===== config.mk =====
export PLATFORM = sky130hd
export DESIGN_NAME = client_heartbeat_timeout_table_core
export DESIGN_NICKNAME = d
export VERILOG_FILES = /design/src/hdl/chbt_pkg.sv /design/src/hdl/chbt_ram.sv /design/src/hdl/chbt_age.sv /design/src/hdl/client_heartbeat_timeout_table_core.sv
export SDC_FILE = /design/constraint.sdc
export NUM_CORES = 2
export LEC_CHECK = 0
export BUFFER_PORTS_ARGS = -buffer_cell sky130_fd_sc_hd__buf_2
export CORE_UTILIZATION = 40
export CTS_CLUSTER_SIZE = 8
export DETAILED_ROUTE_END_ITERATION = 10
export PLACE_DENSITY = 0.53
export SYNTH_ARGS = -nofsm -noshare
export SYNTH_HDL_FRONTEND = slang
export SYNTH_SLANG_ARGS = --single-unit

===== constraint.sdc =====
create_clock -name clock -period 39.6 [get_ports clock]
set_clock_uncertainty 0.05 [all_clocks]
set_input_delay 1.98 -clock clock [delete_from_list [all_inputs] [get_ports clock]]
set_output_delay 1.98 -clock clock [all_outputs]
set_load 0.05 [all_outputs]

===== src/hdl/chbt_pkg.sv =====
`timescale 1ns / 1ps
package chbt_pkg;

   localparam int MAX_PEERS_DEFAULT = 16;

   localparam logic [19:0] HB_INTERVAL_RESET = 20'd1000;
   localparam logic [19:0] TIMEOUT_RESET     = 20'd10000;
   localparam logic [3:0]  MAX_RETRIES_RESET = 4'd5;

   localparam logic [1:0] CSR_HB_INTERVAL = 2'd0;
   localparam logic [1:0] CSR_TIMEOUT     = 2'd1;
   localparam logic [1:0] CSR_MAX_RETRIES = 2'd2;

   typedef enum logic [2:0] {
      OP_ADD         = 3'd0,
      OP_REMOVE_ADDR = 3'd1,
      OP_REMOVE_ID   = 3'd2,
      OP_REPLY       = 3'd3,
      OP_TICK        = 3'd4,
      OP_LOOKUP      = 3'd5,
      OP_DISC_ALL    = 3'd6,
      OP_UNUSED      = 3'd7
   } op_type;

   typedef enum logic [1:0] {
      KIND_STATUS    = 2'd0,
      KIND_HEARTBEAT = 2'd1,
      KIND_DISC      = 2'd2,
      KIND_TIMEOUT   = 2'd3
   } kind_type;

   typedef enum logic [2:0] {
      ST_IDLE,
      ST_SCAN,
      ST_DECIDE,
      ST_FETCH,
      ST_APPLY,
      ST_EVAL
   } state_type;

   typedef struct packed {
      logic [31:0] address;
      logic [15:0] port;
      logic [15:0] ident;
      logic [31:0] last_heard;
      logic [31:0] sent_time;
      logic        waiting;
      logic [3:0]  retries;
      logic [31:0] ping;
   } entry_type;

   typedef struct packed {
      logic quiet;
      logic drop;
      logic send;
   } age_type;

endpackage


===== src/hdl/chbt_ram.sv =====
`timescale 1ns / 1ps
module chbt_ram #(
   parameter int WIDTH = 8,
   parameter int DEPTH = 16,
   parameter int AW    = (DEPTH > 1) ? $clog2(DEPTH) : 1
) (
   input  logic             clock,
   input  logic             wr_en,
   input  logic [AW-1:0]    wr_addr,
   input  logic [WIDTH-1:0] wr_data,
   input  logic             rd_en,
   input  logic [AW-1:0]    rd_addr,
   output logic [WIDTH-1:0] rd_data
);

   logic [WIDTH-1:0] mem_ff [DEPTH];
   logic [WIDTH-1:0] rd_data_ff;

   always_ff @(posedge clock) begin
      if (wr_en) begin
         mem_ff[wr_addr] <= wr_data;
      end
      if (rd_en) begin
         rd_data_ff <= mem_ff[rd_addr];
      end
   end

   assign rd_data = rd_data_ff;

endmodule


===== src/hdl/chbt_age.sv =====
`timescale 1ns / 1ps
module chbt_age (
   input  logic                clock,
   input  logic                load,
   input  chbt_pkg::entry_type rec,
   input  logic [31:0]         clock_ms,
   input  logic [19:0]         interval,
   input  logic [19:0]         timeout,
   input  logic [3:0]          max_retries,
   output chbt_pkg::age_type   age
);

   logic [31:0] silence_ff, silence_in;
   logic [24:0] thr_ff, thr_in;
   logic        over_ff, over_in;
   logic        waiting_ff, waiting_in;

   // The heartbeat threshold grows with each unanswered request.
   always_comb begin
      silence_in = clock_ms - rec.last_heard;
      thr_in     = 25'(interval) * 25'({1'b0, rec.retries} + 5'd1);
      over_in    = rec.retries > max_retries;
      waiting_in = rec.waiting;
   end

   always_ff @(posedge clock) begin
      if (load) begin
         silence_ff <= silence_in;
         thr_ff     <= thr_in;
         over_ff    <= over_in;
         waiting_ff <= waiting_in;
      end
   end

   always_comb begin
      age.quiet = silence_ff < 32'(interval);
      age.drop  = (silence_ff >= 32'(timeout)) || over_ff;
      age.send  = !waiting_ff && (silence_ff >= 32'(thr_ff));
   end

endmodule


===== src/hdl/client_heartbeat_timeout_table_core.sv =====
`timescale 1ns / 1ps
// Add, remove, reply and lookup each scan the single entry memory once; reply and lookup
// then fetch the found entry. The result follows in the cycle busy drops. Tick and
// disconnect all rescan once per live peer in id order, then run a final scan.
// An unused code answers in the next cycle.
// One item at a time; the receiver cannot stall; synchronous reset empties the table.
module client_heartbeat_timeout_table_core #(
   parameter int MAX_PEERS = chbt_pkg::MAX_PEERS_DEFAULT
) (
   input  logic        clock,
   input  logic        reset,
   input  logic        start,
   output logic        busy,
   input  logic [2:0]  req_operation,
   input  logic [31:0] req_peer_address,
   input  logic [15:0] req_peer_port,
   input  logic [15:0] req_client_id,
   input  logic [15:0] req_elapsed_ms,
   output logic        rsp_valid,
   output logic [1:0]  rsp_kind,
   output logic [15:0] rsp_out_client,
   output logic        rsp_ok,
   output logic [31:0] rsp_stamp_ms,
   output logic [31:0] rsp_ping_ms,
   output logic        rsp_last,
   input  logic        csr_we,
   input  logic [1:0]  csr_index,
   input  logic [19:0] csr_wdata
);

   localparam int AW = (MAX_PEERS > 1) ? $clog2(MAX_PEERS) : 1;
   localparam int CW = $clog2(MAX_PEERS + 1);
   localparam int EW = $bits(chbt_pkg::entry_type);

   chbt_pkg::state_type state_ff, state_in;
   chbt_pkg::op_type    op_ff, op_in;
   logic [31:0]         addr_ff, addr_in;
   logic [15:0]         port_ff, port_in;
   logic [15:0]         cid_ff, cid_in;
   logic [31:0]         clock_ms_ff, clock_ms_in;
   logic [15:0]         next_id_ff, next_id_in;
   logic [19:0]         hi_ff, hi_in;
   logic [19:0]         ct_ff, ct_in;
   logic [3:0]          mr_ff, mr_in;
   logic [MAX_PEERS-1:0] valid_ff, valid_in;
   logic [CW-1:0]       cnt_ff, cnt_in;
   logic                rdv_ff, rdv_in;
   logic [AW-1:0]       ridx_ff, ridx_in;
   logic                found_ff, found_in;
   logic [AW-1:0]       fidx_ff, fidx_in;
   logic [15:0]         fid_ff, fid_in;
   logic                first_ff, first_in;
   logic [15:0]         prev_ff, prev_in;
   logic                pend_ff, pend_in;
   chbt_pkg::kind_type  pkind_ff, pkind_in;
   logic [15:0]         pclient_ff, pclient_in;
   logic [31:0]         pstamp_ff, pstamp_in;
   logic                rv_ff, rv_in;
   chbt_pkg::kind_type  rkind_ff, rkind_in;
   logic [15:0]         rclient_ff, rclient_in;
   logic                rok_ff, rok_in;
   logic [31:0]         rstamp_ff, rstamp_in;
   logic [31:0]         rping_ff, rping_in;
   logic                rlast_ff, rlast_in;

   logic                accept;
   logic                scan_done;
   logic                walk_op;
   logic                hit;
   logic                free_any;
   logic [AW-1:0]       free_idx;
   logic                wr_en, rd_en;
   logic [AW-1:0]       wr_addr, rd_addr;
   chbt_pkg::entry_type wr_rec, rec;
   logic [EW-1:0]       rd_data;
   logic                age_load;
   chbt_pkg::age_type   age;

   assign accept    = start && !busy;
   assign busy      = state_ff != chbt_pkg::ST_IDLE;
   assign scan_done = (cnt_ff == CW'(MAX_PEERS)) && !rdv_ff;
   assign walk_op   = (op_ff == chbt_pkg::OP_TICK) || (op_ff == chbt_pkg::OP_DISC_ALL);
   assign rec       = chbt_pkg::entry_type'(rd_data);

   chbt_ram #(
      .WIDTH(EW),
      .DEPTH(MAX_PEERS),
      .AW   (AW)
   ) u_ram (
      .clock  (clock),
      .wr_en  (wr_en),
      .wr_addr(wr_addr),
      .wr_data(EW'(wr_rec)),
      .rd_en  (rd_en),
      .rd_addr(rd_addr),
      .rd_data(rd_data)
   );

   chbt_age u_age (
      .clock      (clock),
      .load       (age_load),
      .rec        (rec),
      .clock_ms   (clock_ms_ff),
      .interval   (hi_ff),
      .timeout    (ct_ff),
      .max_retries(mr_ff),
      .age        (age)
   );

   // Lowest free slot.
   always_comb begin
      free_any = 1'b0;
      free_idx = '0;
      for (int i = MAX_PEERS - 1; i >= 0; i--) begin
         if (!valid_ff[i]) begin
            free_any = 1'b1;
            free_idx = AW'(i);
         end
      end
   end

   // Match test on the entry coming out of the memory during a scan.
   always_comb begin
      logic vld;
      logic key_m;
      vld   = valid_ff[ridx_ff];
      key_m = vld && (rec.address == addr_ff) && (rec.port == port_ff);
      unique case (op_ff) inside
         chbt_pkg::OP_ADD: hit = !found_ff && (key_m || (vld && rec.ident == next_id_ff));
         chbt_pkg::OP_REMOVE_ID: hit = !found_ff && vld && (rec.ident == cid_ff);
         chbt_pkg::OP_TICK, chbt_pkg::OP_DISC_ALL:
            hit = vld && (first_ff || rec.ident > prev_ff) && (!found_ff || rec.ident < fid_ff);
         default: hit = !found_ff && key_m;
      endcase
   end

   // Next state.
   always_comb begin
      state_in = state_ff;
      unique case (state_ff)
         chbt_pkg::ST_IDLE: begin
            if (accept && chbt_pkg::op_type'(req_operation) != chbt_pkg::OP_UNUSED) begin
               state_in = chbt_pkg::ST_SCAN;
            end
         end
         chbt_pkg::ST_SCAN: begin
            if (scan_done) begin
               state_in = chbt_pkg::ST_DECIDE;
            end
         end
         chbt_pkg::ST_DECIDE: begin
            if (!found_ff) begin
               state_in = chbt_pkg::ST_IDLE;
            end else begin
               unique case (op_ff) inside
                  chbt_pkg::OP_REPLY, chbt_pkg::OP_LOOKUP, chbt_pkg::OP_TICK:
                     state_in = chbt_pkg::ST_FETCH;
                  chbt_pkg::OP_DISC_ALL: state_in = chbt_pkg::ST_SCAN;
                  default: state_in = chbt_pkg::ST_IDLE;
               endcase
            end
         end
         chbt_pkg::ST_FETCH: state_in = chbt_pkg::ST_APPLY;
         chbt_pkg::ST_APPLY: begin
            if (op_ff == chbt_pkg::OP_TICK) begin
               state_in = chbt_pkg::ST_EVAL;
            end else begin
               state_in = chbt_pkg::ST_IDLE;
            end
         end
         chbt_pkg::ST_EVAL: state_in = chbt_pkg::ST_SCAN;
         default: state_in = chbt_pkg::ST_IDLE;
      endcase
   end

   // Datapath and outputs.
   always_comb begin
      logic push;
      chbt_pkg::kind_type push_kind;
      logic [31:0] push_stamp;
      logic rescan;

      op_in       = op_ff;
      addr_in     = addr_ff;
      port_in     = port_ff;
      cid_in      = cid_ff;
      clock_ms_in = clock_ms_ff;
      next_id_in  = next_id_ff;
      hi_in       = hi_ff;
      ct_in       = ct_ff;
      mr_in       = mr_ff;
      valid_in    = valid_ff;
      cnt_in      = cnt_ff;
      rdv_in      = 1'b0;
      ridx_in     = ridx_ff;
      found_in    = found_ff;
      fidx_in     = fidx_ff;
      fid_in      = fid_ff;
      first_in    = first_ff;
      prev_in     = prev_ff;
      pend_in     = pend_ff;
      pkind_in    = pkind_ff;
      pclient_in  = pclient_ff;
      pstamp_in   = pstamp_ff;
      rv_in       = 1'b0;
      rkind_in    = chbt_pkg::KIND_STATUS;
      rclient_in  = '0;
      rok_in      = 1'b0;
      rstamp_in   = '0;
      rping_in    = '0;
      rlast_in    = 1'b1;
      rd_en       = 1'b0;
      rd_addr     = fidx_ff;
      wr_en       = 1'b0;
      wr_addr     = fidx_ff;
      wr_rec      = rec;
      age_load    = 1'b0;
      push        = 1'b0;
      push_kind   = chbt_pkg::KIND_DISC;
      push_stamp  = '0;
      rescan      = 1'b0;

      if (csr_we) begin
         unique case (csr_index)
            chbt_pkg::CSR_HB_INTERVAL: hi_in = csr_wdata;
            chbt_pkg::CSR_TIMEOUT:     ct_in = csr_wdata;
            chbt_pkg::CSR_MAX_RETRIES: mr_in = csr_wdata[3:0];
            default: ;
         endcase
      end

      unique case (state_ff)
         chbt_pkg::ST_IDLE: begin
            if (accept) begin
               op_in    = chbt_pkg::op_type'(req_operation);
               addr_in  = req_peer_address;
               port_in  = req_peer_port;
               cid_in   = req_client_id;
               cnt_in   = '0;
               found_in = 1'b0;
               first_in = 1'b1;
               pend_in  = 1'b0;
               if (chbt_pkg::op_type'(req_operation) == chbt_pkg::OP_TICK) begin
                  clock_ms_in = clock_ms_ff + 32'(req_elapsed_ms);
               end
               if (chbt_pkg::op_type'(req_operation) == chbt_pkg::OP_UNUSED) begin
                  rv_in = 1'b1;
               end
            end
         end
         chbt_pkg::ST_SCAN: begin
            if (cnt_ff != CW'(MAX_PEERS)) begin
               rd_en   = 1'b1;
               rd_addr = cnt_ff[AW-1:0];
               ridx_in = cnt_ff[AW-1:0];
               rdv_in  = 1'b1;
               cnt_in  = cnt_ff + CW'(1);
            end
            if (rdv_ff && hit) begin
               found_in = 1'b1;
               fidx_in  = ridx_ff;
               fid_in   = rec.ident;
            end
         end
         chbt_pkg::ST_DECIDE: begin
            if (walk_op) begin
               if (!found_ff) begin
                  // Walk complete: the held result is the final one.
                  rv_in      = pend_ff;
                  rkind_in   = pkind_ff;
                  rclient_in = pclient_ff;
                  rok_in     = 1'b1;
                  rstamp_in  = pstamp_ff;
                  pend_in    = 1'b0;
                  if (op_ff == chbt_pkg::OP_DISC_ALL) begin
                     valid_in = '0;
                  end
               end else if (op_ff == chbt_pkg::OP_DISC_ALL) begin
                  push   = 1'b1;
                  rescan = 1'b1;
               end
            end else begin
               unique case (op_ff) inside
                  chbt_pkg::OP_ADD: begin
                     rv_in = 1'b1;
                     if (!found_ff && free_any) begin
                        wr_en             = 1'b1;
                        wr_addr           = free_idx;
                        wr_rec.address    = addr_ff;
                        wr_rec.port       = port_ff;
                        wr_rec.ident      = next_id_ff;
                        wr_rec.last_heard = clock_ms_ff;
                        wr_rec.sent_time  = clock_ms_ff;
                        wr_rec.waiting    = 1'b0;
                        wr_rec.retries    = '0;
                        wr_rec.ping       = '0;
                        valid_in[free_idx] = 1'b1;
                        rok_in            = 1'b1;
                        rclient_in        = next_id_ff;
                        next_id_in        = next_id_ff + 16'd1;
                     end
                  end
                  chbt_pkg::OP_REMOVE_ADDR, chbt_pkg::OP_REMOVE_ID: begin
                     rv_in = 1'b1;
                     if (found_ff) begin
                        rkind_in          = chbt_pkg::KIND_DISC;
                        rclient_in        = fid_ff;
                        rok_in            = 1'b1;
                        valid_in[fidx_ff] = 1'b0;
                     end
                  end
                  default: begin
                     rv_in = !found_ff;
                  end
               endcase
            end
         end
         chbt_pkg::ST_FETCH: begin
            rd_en   = 1'b1;
            rd_addr = fidx_ff;
         end
         chbt_pkg::ST_APPLY: begin
            unique case (op_ff)
               chbt_pkg::OP_REPLY: begin
                  rv_in      = 1'b1;
                  rclient_in = rec.ident;
                  if (rec.waiting) begin
                     wr_en             = 1'b1;
                     wr_rec.ping       = clock_ms_ff - rec.sent_time;
                     wr_rec.last_heard = clock_ms_ff;
                     wr_rec.waiting    = 1'b0;
                     wr_rec.retries    = '0;
                     rok_in            = 1'b1;
                  end
               end
               chbt_pkg::OP_LOOKUP: begin
                  rv_in      = 1'b1;
                  rclient_in = rec.ident;
                  rok_in     = 1'b1;
                  rping_in   = rec.ping;
               end
               default: begin
                  age_load = 1'b1;
               end
            endcase
         end
         chbt_pkg::ST_EVAL: begin
            rescan = 1'b1;
            if (!age.quiet) begin
               if (age.drop) begin
                  push              = 1'b1;
                  push_kind         = chbt_pkg::KIND_TIMEOUT;
                  valid_in[fidx_ff] = 1'b0;
               end else if (age.send) begin
                  push       = 1'b1;
                  push_kind  = chbt_pkg::KIND_HEARTBEAT;
                  push_stamp = clock_ms_ff;
                  wr_en      = 1'b1;
                  if (rec.retries == '0) begin
                     wr_rec.sent_time = clock_ms_ff;
                  end
                  wr_rec.waiting = 1'b1;
                  if (rec.retries != 4'hF) begin
                     wr_rec.retries = rec.retries + 4'd1;
                  end
               end
            end
         end
         default: ;
      endcase

      // A walk holds back one result, since only the end of the walk tells which is final.
      if (push) begin
         rv_in      = pend_ff;
         rkind_in   = pkind_ff;
         rclient_in = pclient_ff;
         rok_in     = 1'b1;
         rstamp_in  = pstamp_ff;
         rlast_in   = 1'b0;
         pend_in    = 1'b1;
         pkind_in   = push_kind;
         pclient_in = fid_ff;
         pstamp_in  = push_stamp;
      end

      if (rescan) begin
         cnt_in   = '0;
         found_in = 1'b0;
         first_in = 1'b0;
         prev_in  = fid_ff;
      end
   end

   always_ff @(posedge clock) begin
      if (reset) begin
         state_ff    <= chbt_pkg::ST_IDLE;
         clock_ms_ff <= '0;
         next_id_ff  <= '0;
         hi_ff       <= chbt_pkg::HB_INTERVAL_RESET;
         ct_ff       <= chbt_pkg::TIMEOUT_RESET;
         mr_ff       <= chbt_pkg::MAX_RETRIES_RESET;
         valid_ff    <= '0;
         rdv_ff      <= 1'b0;
         pend_ff     <= 1'b0;
         rv_ff       <= 1'b0;
      end else begin
         state_ff    <= state_in;
         clock_ms_ff <= clock_ms_in;
         next_id_ff  <= next_id_in;
         hi_ff       <= hi_in;
         ct_ff       <= ct_in;
         mr_ff       <= mr_in;
         valid_ff    <= valid_in;
         rdv_ff      <= rdv_in;
         pend_ff     <= pend_in;
         rv_ff       <= rv_in;
      end
   end

   always_ff @(posedge clock) begin
      op_ff      <= op_in;
      addr_ff    <= addr_in;
      port_ff    <= port_in;
      cid_ff     <= cid_in;
      cnt_ff     <= cnt_in;
      ridx_ff    <= ridx_in;
      found_ff   <= found_in;
      fidx_ff    <= fidx_in;
      fid_ff     <= fid_in;
      first_ff   <= first_in;
      prev_ff    <= prev_in;
      pkind_ff   <= pkind_in;
      pclient_ff <= pclient_in;
      pstamp_ff  <= pstamp_in;
      rkind_ff   <= rkind_in;
      rclient_ff <= rclient_in;
      rok_ff     <= rok_in;
      rstamp_ff  <= rstamp_in;
      rping_ff   <= rping_in;
      rlast_ff   <= rlast_in;
   end

   assign rsp_valid      = rv_ff;
   assign rsp_kind       = rkind_ff;
   assign rsp_out_client = rclient_ff;
   assign rsp_ok         = rok_ff;
   assign rsp_stamp_ms   = rstamp_ff;
   assign rsp_ping_ms    = rping_ff;
   assign rsp_last       = rlast_ff;

endmodule


==> impl_metrics.py <==
metrics = {
    "run_status": {
        "status": "completed",
    },
    "routing": {
        "drtAntennaViolNets": 0,
        "dr.pass1.iters": 5,
        "wl_cell_um": 29.2,
        "drc_violations_left": 0,
        "finalWirelength_um": 371000,
        "initialDrtViolationCount": 7184,
        "detail_route.vias_per_cell": 5.68,
        "num_vias": 72200,
    },
    "sta": {
        "layout_setup_ws_ns": 32.18,
        "report.final.setup_viol": 0,
        "grt_setup_unrepaired": "no",
        "final_worst_path_cycle_share_pct": 18.7,
        "final.min_clock_period_ns": 7.42,
        "max_clock_freq_ghz": 0.135,
        "fin_tns_setup_ns": 0,
        "max_slew.worst_pin.slew_ns": 1.33,
        "slew_viol_final": 0,
        "hold_violations": 0,
        "slew-limit-headroom_pct": 11.2,
    },
    "final_layout": {
        "final_cell_mix": "3,021 x sky130_fd_sc_hd__edfxtp_1, 865 x sky130_fd_sc_hd__nand2_1, 639 x sky130_fd_sc_hd__mux4_2",
        "multi_input_comb_area_um2": 35200,
        "fin_nets": 8511,
        "final-seq-area_um2": 94800,
        "layout-area-overhead-vs-synth_pct": 14.6,
        "post_route_cells_drive_above_1_share_pct": 19.6,
        "layout.cells.most_common": "sky130_fd_sc_hd__edfxtp_1",
        "num-fill-cells": 28000,
    },
    "clock_network": {
        "cts_tree": "done",
        "cts_post_setup_buffers_inserted": 0,
        "path_clk_slew_ns": 0.05,
        "tritoncts.num_buffers": 443,
        "clock_insertion_delay_worst_skew_ns": 0.97,
        "clock_sinks": 3226,
        "cts_htree_levels": 5,
        "cts_root_buffer": "sky130_fd_sc_hd__clkbuf_16",
        "post_cts.resized_instances": 0,
        "cts_hold_buf": 0,
        "cts.path.max_buffers": 4,
    },
    "floorplanning": {
        "start_util_pct": 40.3,
        "area_of_the_die_um2": 333000,
        "boundaryPins": 195,
        "area_of_the_core_region_um2": 328000,
        "rows": 210,
        "die-height_um": 577,
        "die_width_um": 577,
    },
    "global_route": {
        "groute.usage.overall_pct": 22.1,
        "pin_count_of_the_biggest_net_entering_global_routing": 130,
        "vias_in_the_first_global_route": 74500,
        "antenna_found_initial": 37,
        "grt_first_pass_wirelength_um": 533000,
        "grt_overflow": 0,
    },
    "yosys": {
        "yosys.area_share.xor_xnor_pct": 1.26,
        "seq_area_frac_synth_pct": 71.7,
        "muxShareOfSynthArea_pct": 11.5,
        "synth-seq-cells": 3226,
        "synth_area_um2": 132000,
        "yosys_most_used_dff": "sky130_fd_sc_hd__edfxtp_1",
        "postSynth.asyncResetShare_pct": 0,
        "post_synth_fa_ha_maj_area_fraction_pct": 2.90,
        "synthesis.nets": 8052,
        "synth-edff-count": 3021,
        "post_synth_num_cell_types": 91,
        "simple_gate_fraction_of_synth_area_pct": 5.94,
        "synth_compound_gate_area_share_pct": 4.83,
        "main_combinational_cell_family_by_area_after_synthesis": "multiplexers",
        "yosys_warnings": 0,
        "post_synth_inst_count": 7671,
        "post_synth.cell_area_avg_um2": 17.2,
    },
    "placement": {
        "gpl.final_weighted_congestion": 0.824,
        "placement.io_buffers": 194,
        "dp_slack_ns": 32.20,
        "dp.final_hpwl_um": 204000,
    },
    "setup_path": {
        "ff2ff_path_depth": 9,
        "path_class": "register to register",
        "setup.worst_path.start_class": "register",
        "max_stage_delay_ns": 1.05,
        "worstPathCellList": "nor2_1 > o311a_1 > nand2_4 > o21ai_1 > o2111ai_1 > nor2_4 > buf_4 > buf_4 > buf_4",
        "worstSetupEndpointType": "register",
        "critPathRequiredTime_ns": 40.10,
        "crit_fanout": 49,
        "path_common_cell": "sky130_fd_sc_hd__buf_4",
        "timing.critical_path.slowest_stage_cell": "sky130_fd_sc_hd__o21ai_1",
        "critPathArrivalTime_ns": 7.92,
    },
    "pwr": {
        "maximum_resistive_drop_on_vdd_uv": 40.3,
        "total_leakage_power_uw": 0.0511,
        "post-layout-total-power_uw": 9170,
        "power-per-cell-area_nw_per_um2": 60.5,
    },
    "hold_path": {
        "whs_path_depth": 1,
        "worst_hold_path_type": "register to register",
    },
    "job": {
        "cap_viol_max_count": 0,
    },
}
cells by family after synthesis:
| family | after synthesis |
|---|---|
| fa+ha+maj | 272 |
| mux | 708 |
| xor+xnor | 191 |
| simple gates | 1688 |
| buf+inv | 642 |
| flops | 3226 |
| compound gates | 944 |
per-layer routing:
| metal | vias to the layer above | global-route usage [%] | routed length, um |
|---|---|---|---|
| li1 | 30900 | - | - |
| met1 | 38100 | 30.4 | 158000 |
| met2 | 2594 | 36.5 | 178000 |
| met3 | 588 | 3.51 | 23200 |
| met4 | 6 | 6.43 | 10800 |
| met5 | - | 0 | 28 |
path summary, 6_finish.rpt:
kind / to / from / slack (ns)
max: u_ram.mem_ff[1][144]$_DFFE_PP_ / op_ff[0]$_DFFE_PP_ / 32.18
min: rsp_kind[0]$_DFF_P_ / pkind_ff[0]$_SDFFCE_PP0P_ / 0.41
max reg2reg: u_ram.mem_ff[1][144]$_DFFE_PP_ / op_ff[0]$_DFFE_PP_ / 32.18
min reg2reg: rsp_kind[0]$_DFF_P_ / pkind_ff[0]$_SDFFCE_PP0P_ / 0.41
state kept, by name, summed over array words and instances, names as in the netlist, 4 cells and up:
name and count:
rsp_out_client 16, cid_ff 16, pclient_ff 16, fid_ff 16, fidx_ff 4, rsp_ping_ms 32, mr_ff 4, clock_ms_ff 32
u_ram.mem_ff 2640, u_age.silence_ff 32, ct_ff 20, u_age.thr_ff 25, pstamp_ff 32, cnt_ff 5, port_ff 16, valid_ff 16
next_id_ff 16, prev_ff 16, addr_ff 32, hi_ff 20, ridx_ff 4, rsp_stamp_ms 32, u_ram.rd_data 165
critical path: cells and delay by family, from the launching register on:
family | cells | cell delay [ns]
AO/OA/AOI/OAI | 3 | 2.52
flip-flops | 1 | 0.60
AND/OR/NAND/NOR | 3 | 1.19
buffers and inverters | 3 | 2.49
synthesized netlist by cell type (9+ instances only):
master	count	area, um2
sky130_fd_sc_hd__nor4_1	20	125
sky130_fd_sc_hd__a21oi_1	168	841
sky130_fd_sc_hd__and3_1	35	219
sky130_fd_sc_hd__xor2_1	60	526
sky130_fd_sc_hd__dfxtp_1	205	4100
sky130_fd_sc_hd__a221o_1	10	100
sky130_fd_sc_hd__nand3_1	81	405
sky130_fd_sc_hd__nand2_1	866	3250
sky130_fd_sc_hd__nor3_1	35	175
sky130_fd_sc_hd__clkbuf_1	266	998
sky130_fd_sc_hd__a21o_1	59	443
sky130_fd_sc_hd__a221oi_1	20	175
sky130_fd_sc_hd__a211oi_1	182	1370
sky130_fd_sc_hd__o21ai_0	119	596
sky130_fd_sc_hd__nor2_1	196	736
sky130_fd_sc_hd__and2_1	256	1600
sky130_fd_sc_hd__edfxtp_1	3021	90700
sky130_fd_sc_hd__nand2b_1	32	200
sky130_fd_sc_hd__a211o_1	18	158
sky130_fd_sc_hd__a311oi_1	30	263
sky130_fd_sc_hd__buf_1	38	143
sky130_fd_sc_hd__or3_1	15	93.8
sky130_fd_sc_hd__xnor2_1	131	1150
sky130_fd_sc_hd__fa_1	57	1140
sky130_fd_sc_hd__nor2b_1	59	369
sky130_fd_sc_hd__a31oi_1	191	1190
sky130_fd_sc_hd__nand4_1	43	269
sky130_fd_sc_hd__o21bai_1	9	67.6
sky130_fd_sc_hd__inv_1	265	995
sky130_fd_sc_hd__ha_1	215	2690
sky130_fd_sc_hd__o21a_1	41	308
sky130_fd_sc_hd__buf_2	66	330
sky130_fd_sc_hd__or2_2	9	56.3
sky130_fd_sc_hd__mux2i_1	9	90.1
sky130_fd_sc_hd__mux2_2	59	664
sky130_fd_sc_hd__mux4_2	639	14400
report_power, final:
part	total [uW]	internal (uW)	switching [uW]
clock	3460	2060	1400
combinational	1570	586	979
sequential	4140	4050	89.1
total	9170	6700	2470
area by class of cell:
class	instances	share of cell area, %
sequential	3226	62.6
multi-input combinational	3803	23.2
clock buffer	657	7.92
tap	4346	3.59
timing repair buffer	389	1.77
inverter	267	0.665
clock inverter	24	0.268
antenna	6	0.00991
through the flow:
step	std cells	cell area, um2	hold WS [ns]	util [%]
after global routing	12700	152000	0.424	46.2
after floorplan	7671	132000	0.375	-
final	12700	152000	0.405	46.2
after detailed placement	12000	139000	0.393	42.4
after global placement	12000	139000	0.393	42.4
after CTS	12700	152000	0.407	46.2
(Power assumes the default switching activity.)
